## src/design/ssaf_pkg.sv

```systemverilog
package ssaf_pkg;

  localparam int MAX_WINDOW = 22;
  localparam int SAMPLE_W   = 8;
  localparam int WIN_W      = 5;
  localparam int SLOT_W     = $clog2(MAX_WINDOW);
  localparam int TOTAL_W    = 13;
  localparam int LEVEL_W    = 4;
  localparam int RECIP_W    = 9;
  localparam int SUM_W      = 12;
  localparam int RAM_W      = 2 * SAMPLE_W;
  localparam int CFG_AW     = 4;
  localparam int CFG_DW     = 32;

  localparam logic [1:0] REG_WINDOW     = 2'd0;
  localparam logic [1:0] REG_X_STRENGTH = 2'd1;
  localparam logic [1:0] REG_Y_STRENGTH = 2'd2;

  localparam logic [WIN_W-1:0]   WINDOW_RESET   = WIN_W'(MAX_WINDOW);
  localparam logic [LEVEL_W-1:0] STRENGTH_RESET = '0;

  // 256 / window, index is the effective window length
  localparam logic [RECIP_W-1:0] RECIP_TAB [0:MAX_WINDOW] = '{
    9'd0,   9'd256, 9'd128, 9'd85, 9'd64, 9'd51, 9'd43, 9'd37,
    9'd32,  9'd28,  9'd25,  9'd23, 9'd21, 9'd20, 9'd18, 9'd17,
    9'd16,  9'd15,  9'd14,  9'd13, 9'd13, 9'd12, 9'd11
  };

  typedef struct packed {
    logic [WIN_W-1:0]   window_length;
    logic [LEVEL_W-1:0] x_strength;
    logic [LEVEL_W-1:0] y_strength;
  } ssaf_cfg_t;

  typedef struct packed {
    logic load_in;
    logic fill_wr;
    logic rd_req;
    logic upd;
    logic avg;
    logic blend;
    logic product;
    logic prime_out;
    logic out_load;
  } ssaf_cmd_t;

  typedef struct packed {
    logic primed;
    logic fill_last;
  } ssaf_sts_t;

  function automatic logic [WIN_W-1:0] eff_window(input logic [WIN_W-1:0] w);
    logic [WIN_W-1:0] r;
    if (w == '0) begin
      r = WIN_W'(1);
    end else if (w > WIN_W'(MAX_WINDOW)) begin
      r = WIN_W'(MAX_WINDOW);
    end else begin
      r = w;
    end
    return r;
  endfunction

endpackage

```

## src/design/ssaf_in_if.sv

```systemverilog
interface ssaf_in_if;
  logic                          valid;
  logic                          ready;
  logic [ssaf_pkg::SAMPLE_W-1:0] x_sample;
  logic [ssaf_pkg::SAMPLE_W-1:0] y_sample;

  modport source (output valid, output x_sample, output y_sample, input ready);
  modport sink   (input valid, input x_sample, input y_sample, output ready);
endinterface

```

## src/design/ssaf_out_if.sv

```systemverilog
interface ssaf_out_if;
  logic                          valid;
  logic                          ready;
  logic [ssaf_pkg::SAMPLE_W-1:0] x_out;
  logic [ssaf_pkg::SAMPLE_W-1:0] y_out;
  logic                          priming;

  modport source (output valid, output x_out, output y_out, output priming, input ready);
  modport sink   (input valid, input x_out, input y_out, input priming, output ready);
endinterface

```

## src/design/ssaf_ram.sv

```systemverilog
module ssaf_ram #(
  parameter int WIDTH = 16,
  parameter int DEPTH = 22,
  localparam int ADDR_W = (DEPTH > 1) ? $clog2(DEPTH) : 1
) (
  input  logic              clk,
  input  logic              wr_en,
  input  logic [ADDR_W-1:0] wr_addr,
  input  logic [WIDTH-1:0]  wr_data,
  input  logic              rd_en,
  input  logic [ADDR_W-1:0] rd_addr,
  output logic [WIDTH-1:0]  rd_data
);

  logic [WIDTH-1:0] mem_r [DEPTH];
  logic [WIDTH-1:0] rd_data_r;

  always_ff @(posedge clk) begin
    if (wr_en) begin
      mem_r[wr_addr] <= wr_data;
    end
    if (rd_en) begin
      rd_data_r <= mem_r[rd_addr];
    end
  end

  assign rd_data = rd_data_r;

endmodule

```

## src/design/ssaf_ctrl.sv

```systemverilog
module ssaf_ctrl (
  input  logic                clk,
  input  logic                rst_n,
  input  logic                in_valid,
  output logic                in_ready,
  output logic                out_valid,
  input  logic                out_ready,
  input  ssaf_pkg::ssaf_sts_t sts,
  output ssaf_pkg::ssaf_cmd_t cmd
);

  typedef enum logic [2:0] {
    IDLE, FILL, READ, UPDATE, AVERAGE, BLEND, PRODUCT, DELIVER
  } state_t;

  state_t state_r, state_nxt;
  logic   out_valid_r, out_valid_nxt;
  logic   prime_r, prime_nxt;

  always_comb begin
    state_nxt = state_r;
    prime_nxt = prime_r;
    cmd       = '0;
    cmd.prime_out = prime_r;
    unique case (state_r)
      IDLE: begin
        if (in_valid) begin
          cmd.load_in = 1'b1;
          prime_nxt   = !sts.primed;
          state_nxt   = sts.primed ? READ : FILL;
        end
      end
      FILL: begin
        cmd.fill_wr = 1'b1;
        if (sts.fill_last) begin
          state_nxt = DELIVER;
        end
      end
      READ: begin
        cmd.rd_req = 1'b1;
        state_nxt  = UPDATE;
      end
      UPDATE: begin
        cmd.upd   = 1'b1;
        state_nxt = AVERAGE;
      end
      AVERAGE: begin
        cmd.avg   = 1'b1;
        state_nxt = BLEND;
      end
      BLEND: begin
        cmd.blend = 1'b1;
        state_nxt = PRODUCT;
      end
      PRODUCT: begin
        cmd.product = 1'b1;
        state_nxt   = DELIVER;
      end
      DELIVER: begin
        // wait for the output register to drain
        if (!out_valid_r || out_ready) begin
          cmd.out_load = 1'b1;
          state_nxt    = IDLE;
        end
      end
      default: state_nxt = IDLE;
    endcase
  end

  always_comb begin
    out_valid_nxt = out_valid_r;
    if (cmd.out_load) begin
      out_valid_nxt = 1'b1;
    end else if (out_ready) begin
      out_valid_nxt = 1'b0;
    end
  end

  always_ff @(posedge clk) begin
    if (!rst_n) begin
      state_r     <= IDLE;
      out_valid_r <= 1'b0;
      prime_r     <= 1'b0;
    end else begin
      state_r     <= state_nxt;
      out_valid_r <= out_valid_nxt;
      prime_r     <= prime_nxt;
    end
  end

  assign in_ready  = (state_r == IDLE);
  assign out_valid = out_valid_r;

`ifndef SYNTH
  a_fill_only_unprimed: assert property (@(posedge clk) disable iff (!rst_n)
    cmd.fill_wr |-> !sts.primed)
    else $error("ring fill while already primed");

  a_read_then_update: assert property (@(posedge clk) disable iff (!rst_n)
    state_r == READ |=> state_r == UPDATE)
    else $error("ring read not followed by total update");

  a_primed_request_reads: assert property (@(posedge clk) disable iff (!rst_n)
    (in_valid && in_ready && sts.primed) |=> state_r == READ)
    else $error("primed request did not start a ring read");

  a_load_frees_output: assert property (@(posedge clk) disable iff (!rst_n)
    (out_valid_r && !out_ready) |-> !cmd.out_load)
    else $error("output overwritten while stalled");
`endif

endmodule

```

## src/design/ssaf_datapath.sv

```systemverilog
module ssaf_datapath (
  input  logic                                clk,
  input  logic                                rst_n,
  input  ssaf_pkg::ssaf_cmd_t                 cmd,
  input  ssaf_pkg::ssaf_cfg_t                 cfg,
  input  logic [ssaf_pkg::SAMPLE_W-1:0]       in_x,
  input  logic [ssaf_pkg::SAMPLE_W-1:0]       in_y,
  output ssaf_pkg::ssaf_sts_t                 sts,
  output logic [ssaf_pkg::SAMPLE_W-1:0]       out_x,
  output logic [ssaf_pkg::SAMPLE_W-1:0]       out_y,
  output logic                                out_priming
);

  localparam int SW = ssaf_pkg::SAMPLE_W;
  localparam int TW = ssaf_pkg::TOTAL_W;
  localparam int RW = ssaf_pkg::RECIP_W;
  localparam int UW = ssaf_pkg::SUM_W;
  localparam int AW = ssaf_pkg::SLOT_W;
  localparam int WW = ssaf_pkg::WIN_W;
  localparam int PW = TW + RW;
  localparam int BW = UW + RW;
  localparam logic [SW-1:0] CENTER_LO = SW'(126);
  localparam logic [SW-1:0] CENTER_HI = SW'(128);

  function automatic logic [UW-1:0] blend_sum(input logic [SW-1:0] s,
                                               input logic [SW-1:0] a,
                                               input logic [ssaf_pkg::LEVEL_W-1:0] level);
    logic [UW-1:0] s12;
    logic [UW-1:0] a12;
    logic [UW-1:0] r;
    s12 = UW'(s);
    a12 = UW'(a);
    case (level) inside
      4'd1:    r = (s12 << 3) + a12;
      4'd2:    r = (s12 << 2) + s12 + a12;
      4'd3:    r = (s12 << 1) + s12 + a12;
      4'd4:    r = (s12 << 1) + (s12 >> 1) + a12;
      4'd5:    r = (s12 << 1) + a12;
      4'd6:    r = s12 + (s12 >> 1) + a12;
      4'd7:    r = s12 + a12;
      4'd8:    r = a12 + (a12 >> 1) + s12;
      4'd9:    r = (a12 << 1) + s12;
      4'd10:   r = (a12 << 1) + (a12 >> 1) + s12;
      4'd11:   r = (a12 << 1) + a12 + s12;
      4'd12:   r = (a12 << 2) + a12 + s12;
      4'd13:   r = (a12 << 3) + s12;
      4'd14:   r = a12;
      default: r = s12;
    endcase
    return r;
  endfunction

  // the shift-by-2 and halving levels become *64 and *128 ahead of the common >> 8
  function automatic logic [RW-1:0] blend_k(input logic [ssaf_pkg::LEVEL_W-1:0] level);
    logic [RW-1:0] k;
    case (level) inside
      4'd1, 4'd13:  k = RW'(28);
      4'd2, 4'd12:  k = RW'(42);
      4'd3, 4'd11:  k = RW'(64);
      4'd4, 4'd10:  k = RW'(73);
      4'd5, 4'd9:   k = RW'(85);
      4'd6, 4'd8:   k = RW'(102);
      4'd7:         k = RW'(128);
      default:      k = RW'(256);
    endcase
    return k;
  endfunction

  logic [SW-1:0] xs_r, ys_r;
  logic [AW-1:0] fill_cnt_r, oldest_r;
  logic          primed_r;
  logic [TW-1:0] x_total_r, y_total_r;
  logic [SW-1:0] x_avg_r, y_avg_r;
  logic [UW-1:0] x_sum_r, y_sum_r;
  logic [RW-1:0] x_k_r, y_k_r;
  logic [SW-1:0] x_res_r, y_res_r;
  logic [SW-1:0] x_out_r, y_out_r;
  logic          priming_r;

  logic [WW-1:0]                  win;
  logic [WW-1:0]                  win_m1;
  logic [ssaf_pkg::RAM_W-1:0]     ram_rdata;
  logic                           ram_we;
  logic [AW-1:0]                  ram_waddr;
  logic [SW-1:0]                  old_x, old_y;
  logic [AW:0]                    slot_inc;
  logic [RW-1:0]                  recip;
  logic [PW-1:0]                  x_prod, y_prod;
  logic [BW-1:0]                  x_bprod, y_bprod;
  logic                           x_center, y_center;

  assign win    = ssaf_pkg::eff_window(cfg.window_length);
  assign win_m1 = win - WW'(1);
  assign recip  = ssaf_pkg::RECIP_TAB[win];

  assign ram_we    = cmd.fill_wr || cmd.upd;
  assign ram_waddr = cmd.fill_wr ? fill_cnt_r : oldest_r;

  ssaf_ram #(
    .WIDTH (ssaf_pkg::RAM_W),
    .DEPTH (ssaf_pkg::MAX_WINDOW)
  ) u_ring (
    .clk     (clk),
    .wr_en   (ram_we),
    .wr_addr (ram_waddr),
    .wr_data ({xs_r, ys_r}),
    .rd_en   (cmd.rd_req),
    .rd_addr (oldest_r),
    .rd_data (ram_rdata)
  );

  assign old_x    = ram_rdata[ssaf_pkg::RAM_W-1:SW];
  assign old_y    = ram_rdata[SW-1:0];
  assign slot_inc = {1'b0, oldest_r} + (AW+1)'(1);

  assign x_prod  = PW'(x_total_r) * PW'(recip);
  assign y_prod  = PW'(y_total_r) * PW'(recip);
  assign x_bprod = BW'(x_sum_r) * BW'(x_k_r);
  assign y_bprod = BW'(y_sum_r) * BW'(y_k_r);

  assign x_center = (xs_r >= CENTER_LO) && (xs_r <= CENTER_HI);
  assign y_center = (ys_r >= CENTER_LO) && (ys_r <= CENTER_HI);

  assign sts.primed    = primed_r;
  assign sts.fill_last = ({{(WW-AW){1'b0}}, fill_cnt_r} == win_m1);

  always_ff @(posedge clk) begin
    if (!rst_n) begin
      primed_r  <= 1'b0;
      oldest_r  <= '0;
      x_total_r <= '0;
      y_total_r <= '0;
    end else begin
      if (cmd.fill_wr && sts.fill_last) begin
        primed_r  <= 1'b1;
        oldest_r  <= '0;
        x_total_r <= TW'(win) * TW'(xs_r);
        y_total_r <= TW'(win) * TW'(ys_r);
      end
      if (cmd.upd) begin
        x_total_r <= x_total_r - TW'(old_x) + TW'(xs_r);
        y_total_r <= y_total_r - TW'(old_y) + TW'(ys_r);
        // wrap once past the window end
        if (slot_inc >= (AW+1)'(win)) begin
          oldest_r <= '0;
        end else begin
          oldest_r <= slot_inc[AW-1:0];
        end
      end
    end
  end

  always_ff @(posedge clk) begin
    if (cmd.load_in) begin
      xs_r       <= in_x;
      ys_r       <= in_y;
      fill_cnt_r <= '0;
    end
    if (cmd.fill_wr) begin
      fill_cnt_r <= fill_cnt_r + AW'(1);
    end
    if (cmd.avg) begin
      x_avg_r <= x_prod[2*SW-1:SW];
      y_avg_r <= y_prod[2*SW-1:SW];
    end
    if (cmd.blend) begin
      x_sum_r <= blend_sum(xs_r, x_avg_r, cfg.x_strength);
      y_sum_r <= blend_sum(ys_r, y_avg_r, cfg.y_strength);
      x_k_r   <= blend_k(cfg.x_strength);
      y_k_r   <= blend_k(cfg.y_strength);
    end
    if (cmd.product) begin
      x_res_r <= x_center ? xs_r : x_bprod[2*SW-1:SW];
      y_res_r <= y_center ? ys_r : y_bprod[2*SW-1:SW];
    end
    if (cmd.out_load) begin
      x_out_r   <= cmd.prime_out ? xs_r : x_res_r;
      y_out_r   <= cmd.prime_out ? ys_r : y_res_r;
      priming_r <= cmd.prime_out;
    end
  end

  assign out_x       = x_out_r;
  assign out_y       = y_out_r;
  assign out_priming = priming_r;

`ifndef SYNTH
  a_oldest_in_ring: assert property (@(posedge clk) disable iff (!rst_n)
    oldest_r < AW'(ssaf_pkg::MAX_WINDOW))
    else $error("oldest slot pointer beyond ring");

  a_prime_resets_slot: assert property (@(posedge clk) disable iff (!rst_n)
    (cmd.fill_wr && sts.fill_last) |=> (primed_r && oldest_r == '0))
    else $error("priming did not leave slot pointer at zero");
`endif

endmodule

```

## src/design/stick_snapback_average_filter.sv

```systemverilog
// Stick snapback averaging filter.
// in_ch carries one X/Y stick sample pair per request (valid/ready); out_ch
// returns one filtered pair per request, with priming set on the first one
// after reset. Registers over the APB port: 0x0 window length (1..22, 0 acts
// as 1), 0x4 X blend strength, 0x8 Y blend strength (0 raw .. 14 average).
// Write them only while no request is in flight.
// A primed request runs the ring RAM read, the total update and the two
// multiply stages (average, then fader) one after another on a single
// item; the block accepts no new request until that item is loaded
// into the output register. The first request after reset instead fills
// the ring, one slot per cycle.
// The result sits in an output register; the block still accepts the next
// request while that register waits, and only holds its finished result
// until the receiver takes the previous one.
// Reset (rst_n low, synchronous) clears totals, slot pointer and the primed
// flag, drops out valid and restores the register defaults; the ring RAM is
// not cleared, as priming overwrites every slot in use.
module stick_snapback_average_filter (
  input  logic                          clk,
  input  logic                          rst_n,
  ssaf_in_if.sink                       in_ch,
  ssaf_out_if.source                    out_ch,
  input  logic                          psel,
  input  logic                          penable,
  input  logic                          pwrite,
  input  logic [ssaf_pkg::CFG_AW-1:0]   paddr,
  input  logic [ssaf_pkg::CFG_DW-1:0]   pwdata,
  output logic [ssaf_pkg::CFG_DW-1:0]   prdata,
  output logic                          pready
);

  localparam int DW = ssaf_pkg::CFG_DW;
  localparam int WW = ssaf_pkg::WIN_W;
  localparam int LW = ssaf_pkg::LEVEL_W;

  ssaf_pkg::ssaf_cfg_t cfg_r;
  ssaf_pkg::ssaf_cmd_t cmd;
  ssaf_pkg::ssaf_sts_t sts;
  logic                cfg_wr;
  logic [1:0]          reg_idx;
  logic                in_ready;
  logic                out_valid;

  assign pready  = 1'b1;
  assign cfg_wr  = psel && penable && pwrite && pready;
  assign reg_idx = paddr[3:2];

  always_ff @(posedge clk) begin
    if (!rst_n) begin
      cfg_r.window_length <= ssaf_pkg::WINDOW_RESET;
      cfg_r.x_strength    <= ssaf_pkg::STRENGTH_RESET;
      cfg_r.y_strength    <= ssaf_pkg::STRENGTH_RESET;
    end else if (cfg_wr) begin
      unique case (reg_idx)
        ssaf_pkg::REG_WINDOW:     cfg_r.window_length <= pwdata[WW-1:0];
        ssaf_pkg::REG_X_STRENGTH: cfg_r.x_strength    <= pwdata[LW-1:0];
        ssaf_pkg::REG_Y_STRENGTH: cfg_r.y_strength    <= pwdata[LW-1:0];
        default: ;
      endcase
    end
  end

  always_comb begin
    unique case (reg_idx)
      ssaf_pkg::REG_WINDOW:     prdata = DW'(cfg_r.window_length);
      ssaf_pkg::REG_X_STRENGTH: prdata = DW'(cfg_r.x_strength);
      ssaf_pkg::REG_Y_STRENGTH: prdata = DW'(cfg_r.y_strength);
      default:                  prdata = '0;
    endcase
  end

  ssaf_ctrl u_ctrl (
    .clk       (clk),
    .rst_n     (rst_n),
    .in_valid  (in_ch.valid),
    .in_ready  (in_ready),
    .out_valid (out_valid),
    .out_ready (out_ch.ready),
    .sts       (sts),
    .cmd       (cmd)
  );

  ssaf_datapath u_dp (
    .clk         (clk),
    .rst_n       (rst_n),
    .cmd         (cmd),
    .cfg         (cfg_r),
    .in_x        (in_ch.x_sample),
    .in_y        (in_ch.y_sample),
    .sts         (sts),
    .out_x       (out_ch.x_out),
    .out_y       (out_ch.y_out),
    .out_priming (out_ch.priming)
  );

  assign in_ch.ready  = in_ready;
  assign out_ch.valid = out_valid;

endmodule
```

## src/flat_wrapper.sv

```systemverilog
// flat-port wrapper written by rule: the top's interface ports become plain ports
module stick_snapback_average_filter_flat 
  (clk, rst_n, psel, penable, pwrite, paddr, pwdata, prdata, pready, in_ch_valid, in_ch_x_sample, in_ch_y_sample, in_ch_ready, out_ch_valid, out_ch_x_out, out_ch_y_out, out_ch_priming, out_ch_ready);
  ssaf_in_if in_ch_i ();
  ssaf_out_if out_ch_i ();
  input  logic clk;
  input  logic rst_n;
  input  logic psel;
  input  logic penable;
  input  logic pwrite;
  input  logic [ssaf_pkg::CFG_AW-1:0] paddr;
  input  logic [ssaf_pkg::CFG_DW-1:0] pwdata;
  output logic [ssaf_pkg::CFG_DW-1:0] prdata;
  output logic pready;
  input wire logic [$bits(in_ch_i.valid)-1:0] in_ch_valid;
  input wire logic [$bits(in_ch_i.x_sample)-1:0] in_ch_x_sample;
  input wire logic [$bits(in_ch_i.y_sample)-1:0] in_ch_y_sample;
  output wire logic [$bits(in_ch_i.ready)-1:0] in_ch_ready;
  output wire logic [$bits(out_ch_i.valid)-1:0] out_ch_valid;
  output wire logic [$bits(out_ch_i.x_out)-1:0] out_ch_x_out;
  output wire logic [$bits(out_ch_i.y_out)-1:0] out_ch_y_out;
  output wire logic [$bits(out_ch_i.priming)-1:0] out_ch_priming;
  input wire logic [$bits(out_ch_i.ready)-1:0] out_ch_ready;
  assign in_ch_i.valid = in_ch_valid;
  assign in_ch_i.x_sample = in_ch_x_sample;
  assign in_ch_i.y_sample = in_ch_y_sample;
  assign in_ch_ready = in_ch_i.ready;
  assign out_ch_valid = out_ch_i.valid;
  assign out_ch_x_out = out_ch_i.x_out;
  assign out_ch_y_out = out_ch_i.y_out;
  assign out_ch_priming = out_ch_i.priming;
  assign out_ch_i.ready = out_ch_ready;
  stick_snapback_average_filter u_core (.clk(clk), .rst_n(rst_n), .in_ch(in_ch_i), .out_ch(out_ch_i), .psel(psel), .penable(penable), .pwrite(pwrite), .paddr(paddr), .pwdata(pwdata), .prdata(prdata), .pready(pready));
endmodule
```

## config.mk

```make
export PLATFORM = sky130hd
export DESIGN_NAME = stick_snapback_average_filter_flat
export DESIGN_NICKNAME = d
export VERILOG_FILES = /design/src/design/ssaf_pkg.sv /design/src/design/ssaf_in_if.sv /design/src/design/ssaf_out_if.sv /design/src/design/ssaf_ram.sv /design/src/design/ssaf_ctrl.sv /design/src/design/ssaf_datapath.sv /design/src/design/stick_snapback_average_filter.sv /design/src/flat_wrapper.sv
export SDC_FILE = /design/constraint.sdc
export NUM_CORES = 2
export LEC_CHECK = 0
export ABC_AREA = 1
export BUFFER_PORTS_ARGS = -buffer_cell sky130_fd_sc_hd__clkbuf_2
export CORE_MARGIN = 3
export CORE_UTILIZATION = 45
export DETAILED_ROUTE_END_ITERATION = 6
export MAX_ROUTING_LAYER = met4
export PLACE_DENSITY = 0.64
export REMOVE_ABC_BUFFERS = 1
export SLEW_MARGIN = 20
export SYNTH_ARGS = -nofsm -noshare
export SYNTH_HDL_FRONTEND = slang
export SYNTH_HIERARCHICAL = 1
export SYNTH_SLANG_ARGS = --single-unit
export TNS_END_PERCENT = 5
```

## constraint.sdc

```tcl
create_clock -name clk -period 8.05 [get_ports clk]
set_input_delay 2.415 -clock clk [delete_from_list [all_inputs] [get_ports clk]]
set_output_delay 2.415 -clock clk [all_outputs]
set_load 0.05 [all_outputs]
```

==> metrics.log <==
INFO  metric register_area = 15400 um^2
INFO  metric grt_remaining_overflow = 0
INFO  metric criticalPathCategory = flip-flop to flip-flop
INFO  metric ys_async_sr_fraction = 0%
INFO  metric ctsRootBufferMaster = clkbuf_16
INFO  metric final.fill_count = 10.2k
INFO  metric post-route-period-util = 91.1%
INFO  metric p_comb_share = 43.0%
INFO  metric ff2ff_setup_slack = a little over 0.7 ns
INFO  metric grt_first_pass_wirelength = 215000 um
INFO  metric switching_power = 4.22 mW
INFO  metric seqPwrFrac = 31.4%
INFO  metric detailed_route_drc_error_count = 0
INFO  metric critical_path.max_fanout = 21
INFO  metric mappedNetlistArea = just under 50000 um^2
INFO  metric crit_path_end_kind = flip-flop
INFO  metric whs_path_depth = 2
INFO  metric post_cts_resize_count = 0
INFO  metric max_capacitance_violation_count = 0
INFO  metric ant_nets = 0
INFO  metric power_density = slightly above 200 nW/um^2
INFO  metric p_clk_share = 25.6%
INFO  metric synth_warnings = 6
INFO  metric clkSlewWorstSetupHoldPaths = 0.06 ns
INFO  metric grt_antenna_before_repair = 1
INFO  metric clock_network_latency_to_the_later_pin_of_the_worst_skew_pair = about 0.7 ns
INFO  metric layout.nets = a little under 7k
INFO  metric min_setup_slack_post_route = 0.713 ns
INFO  metric num_rows = 120
INFO  metric layout.cells.most_common = nand2_1
INFO  metric status = complete, no violations
INFO  metric worstReg2RegStart = u_core/cfg_r[11]$_SDFFE_PN0P_
INFO  metric floorplan.die_area = 113000 um^2
INFO  metric grt_pass1_vias = between 30k and 40k
INFO  metric hp-class = flip-flop to flip-flop
INFO  metric num_vias = 39.5k
INFO  metric violation_count_after_the_first_detailed_route_iteration = approximately 3.7k
INFO  metric relative_slew_margins = 26.2%
INFO  metric firstDrtPassIters = 6
INFO  metric die_w = 336 um
INFO  metric power.internal = approximately 6.4 mW
INFO  metric yosysUniqueCellTypes = 58
INFO  metric core_area = 107000 um^2
INFO  metric grt_max_degree = 177
INFO  metric detail_route.vias_per_cell = 5.41
INFO  metric holdCritStartpoint = u_core/u_dp/x_total_r[0]$_SDFFE_PN0P_
INFO  metric place_congestion = approximately 0.94
INFO  metric place_ws = 0.907 ns
INFO  metric layout.cells.non_filler = about 7.3k
INFO  metric post_drt_wl_per_cell = 18.8 um
INFO  metric timing_max_transition_violations_final = 0
INFO  metric r2r_cells = 26
INFO  metric prevailing_post_synth_register_cell = edfxtp_1
INFO  metric worst-slew-pin-transition = 1.11 ns
INFO  metric final_cell_mix = nand2_1, inv_1, edfxtp_1
INFO  metric port-buffer-count = 53
INFO  metric edff_count_synth = 478
INFO  metric global_route.usage.total = 25.1%
INFO  metric synth.top_cell.area_share = 29.4%
INFO  metric die_height = 336 um
INFO  metric synth.area.top_cells = edfxtp_1, fa_1, nand2_1
INFO  metric timing.critical_path.arrival = 7.74 ns
INFO  metric hpwl = 98300 um
INFO  metric setup_viol_count_final = 0
INFO  metric cts.repair_timing.setup_buffer_count = 0
INFO  metric drive_gt1_share = 5.20%
INFO  metric unrepaired_setup_endpoints_after_global_routing = no
INFO  metric io-pin-count = 111
INFO  metric multi_input_area = 29000 um^2
INFO  metric r2r_end = u_core/u_dp/x_avg_r[7]$_DFFE_PP_
INFO  metric startpoint_type = flip-flop
INFO  metric final.setup_skew = 0.0375 ns
INFO  metric numClockSinks = roughly 530
INFO  metric tritoncts_clock_tree = built
INFO  metric initial_core_utilization = 45.5%
INFO  metric cts-root-to-sink-buffers = 3
INFO  metric finalHoldViolations = 0
INFO  metric post_synth_inst_count = 5824
INFO  metric fin_setup_tns = 0 ns
INFO  metric synth-seq-cells = 528
INFO  metric layout_min_cycle_time = 7.34 ns
INFO  metric ir_worst_vdd = roughly 0.20 mV
INFO  metric postCtsHoldBufs = 0
INFO  metric p_sw_share = 39.6%
INFO  metric syn2layout_area_growth = 7.46%
INFO  metric leakage = 24.4 nW
INFO  metric yosysTopAreaCell = edfxtp_1
INFO  metric dp.cells = 7201
INFO  metric required = 8.45 ns
INFO  metric timing.hold.ws = between 0.5 and 0.6 ns
INFO  metric wirelength = 138000 um
INFO  metric post_synth.cell_area_avg = 8.39 um^2
INFO  metric achievable-frequency = 0.136 GHz
INFO  metric worstHoldEndpoint = u_core/u_dp/x_total_r[0]$_SDFFE_PN0P_
INFO  metric ctsHtreeMaxLevel = 2
INFO  metric fraction_of_the_yosys_area_taken_by_sequential_cells = 31.4%
INFO  metric cts_inserted_buffers = about 60
[per-layer routing]
metal | share of wire, % | GRT usage (%) | wire (um)
met4 | 2.6 | 6.37 | 3640
met2 | 44 | 38.4 | 61100
met5 | 0 | - | 0
met1 | 45 | 35.6 | 62000
met3 | 7.8 | 3.24 | 10800
[sequential cells by signal (all words and copies together), names as in the netlist, 12 cells and up]
name	cells
u_core/cfg_r	13
u_core/u_dp/u_ring/mem_r	352
u_core/u_dp/u_ring/rd_data	16
u_core/u_dp/x_sum_r	12
u_core/u_dp/x_total_r	13
u_core/u_dp/y_sum_r	12
u_core/u_dp/y_total_r	13
[layout make-up]
cell class              instances  area share [%]
inverters                     939            6.72
clock inverters                38           0.793
multi-input cells            4190            55.2
flip-flops and latches        528            29.2
clock buffers                  71            2.90
diodes                          1         0.00476
repair buffers                141            1.79
well taps                    1403            3.34
[logic make-up (layout without fill, tap and decap cells)]
family / count (synthesis) / in the layout / synth area share, %
flops: 528 / 528 / 31.4
compound gates: 747 / 747 / 8.35
simple gates: 2453 / 2453 / 20.6
mux: 1 / 1 / 0.0230
buf+inv: 1132 / 1189 / 9.47
other cells: 2 / 29 / 0.0154
xor+xnor: 150 / 150 / 2.69
fa+ha+maj: 811 / 811 / 27.4
[per-stage QoR]
step	power [mW]	util [%]	cell area [um^2]
after floorplan	6.73	-	47900
after global placement	7.83	47.1	50600
after detailed placement	7.93	47.1	50600
after CTS	10.7	48.9	52500
after global routing	11.5	48.9	52500
final	10.7	48.9	52500
[Yosys cell counts (15+ instances only)]
library cell and count:
o21bai_1 23, xor2_1 104, nor2_1 431, nor3_1 27, dfxtp_1 50, a21oi_1 317
o21ai_1 20, nand4_1 30, nand2_1 1463, buf_6 18, o211ai_1 15, xnor2_1 46
o21ai_0 284, nand3_1 435, edfxtp_1 478, clkbuf_1 90, a31oi_1 20, fa_1 434
buf_2 22, buf_4 53, ha_1 377, or2_2 22, inv_1 910
[power by group through the flow]
stage                     sequential (mW)  combinational (mW)  clock, mW
final                                3.35                4.59       2.73
after global routing                 3.36                5.24       2.89
after CTS                            3.35                4.56       2.78
after detailed placement             3.41                4.53          0
after global placement               3.40                4.43          0
after floorplan                      3.53                3.20          0
[worst max-delay path by stage]
stage                                             start                               end  slack, ns  cells past startpoint
final                     u_core/cfg_r[11]$_SDFFE_PN0P_  u_core/u_dp/x_avg_r[7]$_DFFE_PP_       0.71                     26
after detailed placement  u_core/cfg_r[11]$_SDFFE_PN0P_  u_core/u_dp/y_avg_r[7]$_DFFE_PP_       0.91                     26
after global routing      u_core/cfg_r[11]$_SDFFE_PN0P_  u_core/u_dp/y_avg_r[7]$_DFFE_PP_       0.31                     26
after global placement    u_core/cfg_r[11]$_SDFFE_PN0P_  u_core/u_dp/y_avg_r[7]$_DFFE_PP_       0.90                     26
after CTS                 u_core/cfg_r[11]$_SDFFE_PN0P_  u_core/u_dp/x_avg_r[7]$_DFFE_PP_       0.86                     26
after floorplan           u_core/cfg_r[12]$_SDFFE_PN1P_  u_core/u_dp/y_avg_r[7]$_DFFE_PP_       1.75                     26
[worst max-delay path, cell delays in order, from the launching register on]
cell      delay (ns)
dfxtp_1         0.65
inv_2           0.10
o21ai_1         0.10
nand2_1         0.11
a21boi_4        0.13
buf_4           0.27
inv_2           0.17
ha_1            0.36
nand2_1         0.08
o21ai_1         0.08
o211ai_1        0.11
o21ai_1         0.59
inv_1           0.73
nor2_1          0.36
fa_1            0.48
fa_1            0.50
fa_1            0.49
inv_1           0.05
fa_1            0.47
inv_1           0.04
ha_1            0.34
a21oi_1         0.19
o21ai_0         0.14
a211oi_1        0.33
nand2_1         0.09
nand2_1         0.06
nand2_1         0.04
Power figures use the tool's default switching activity.
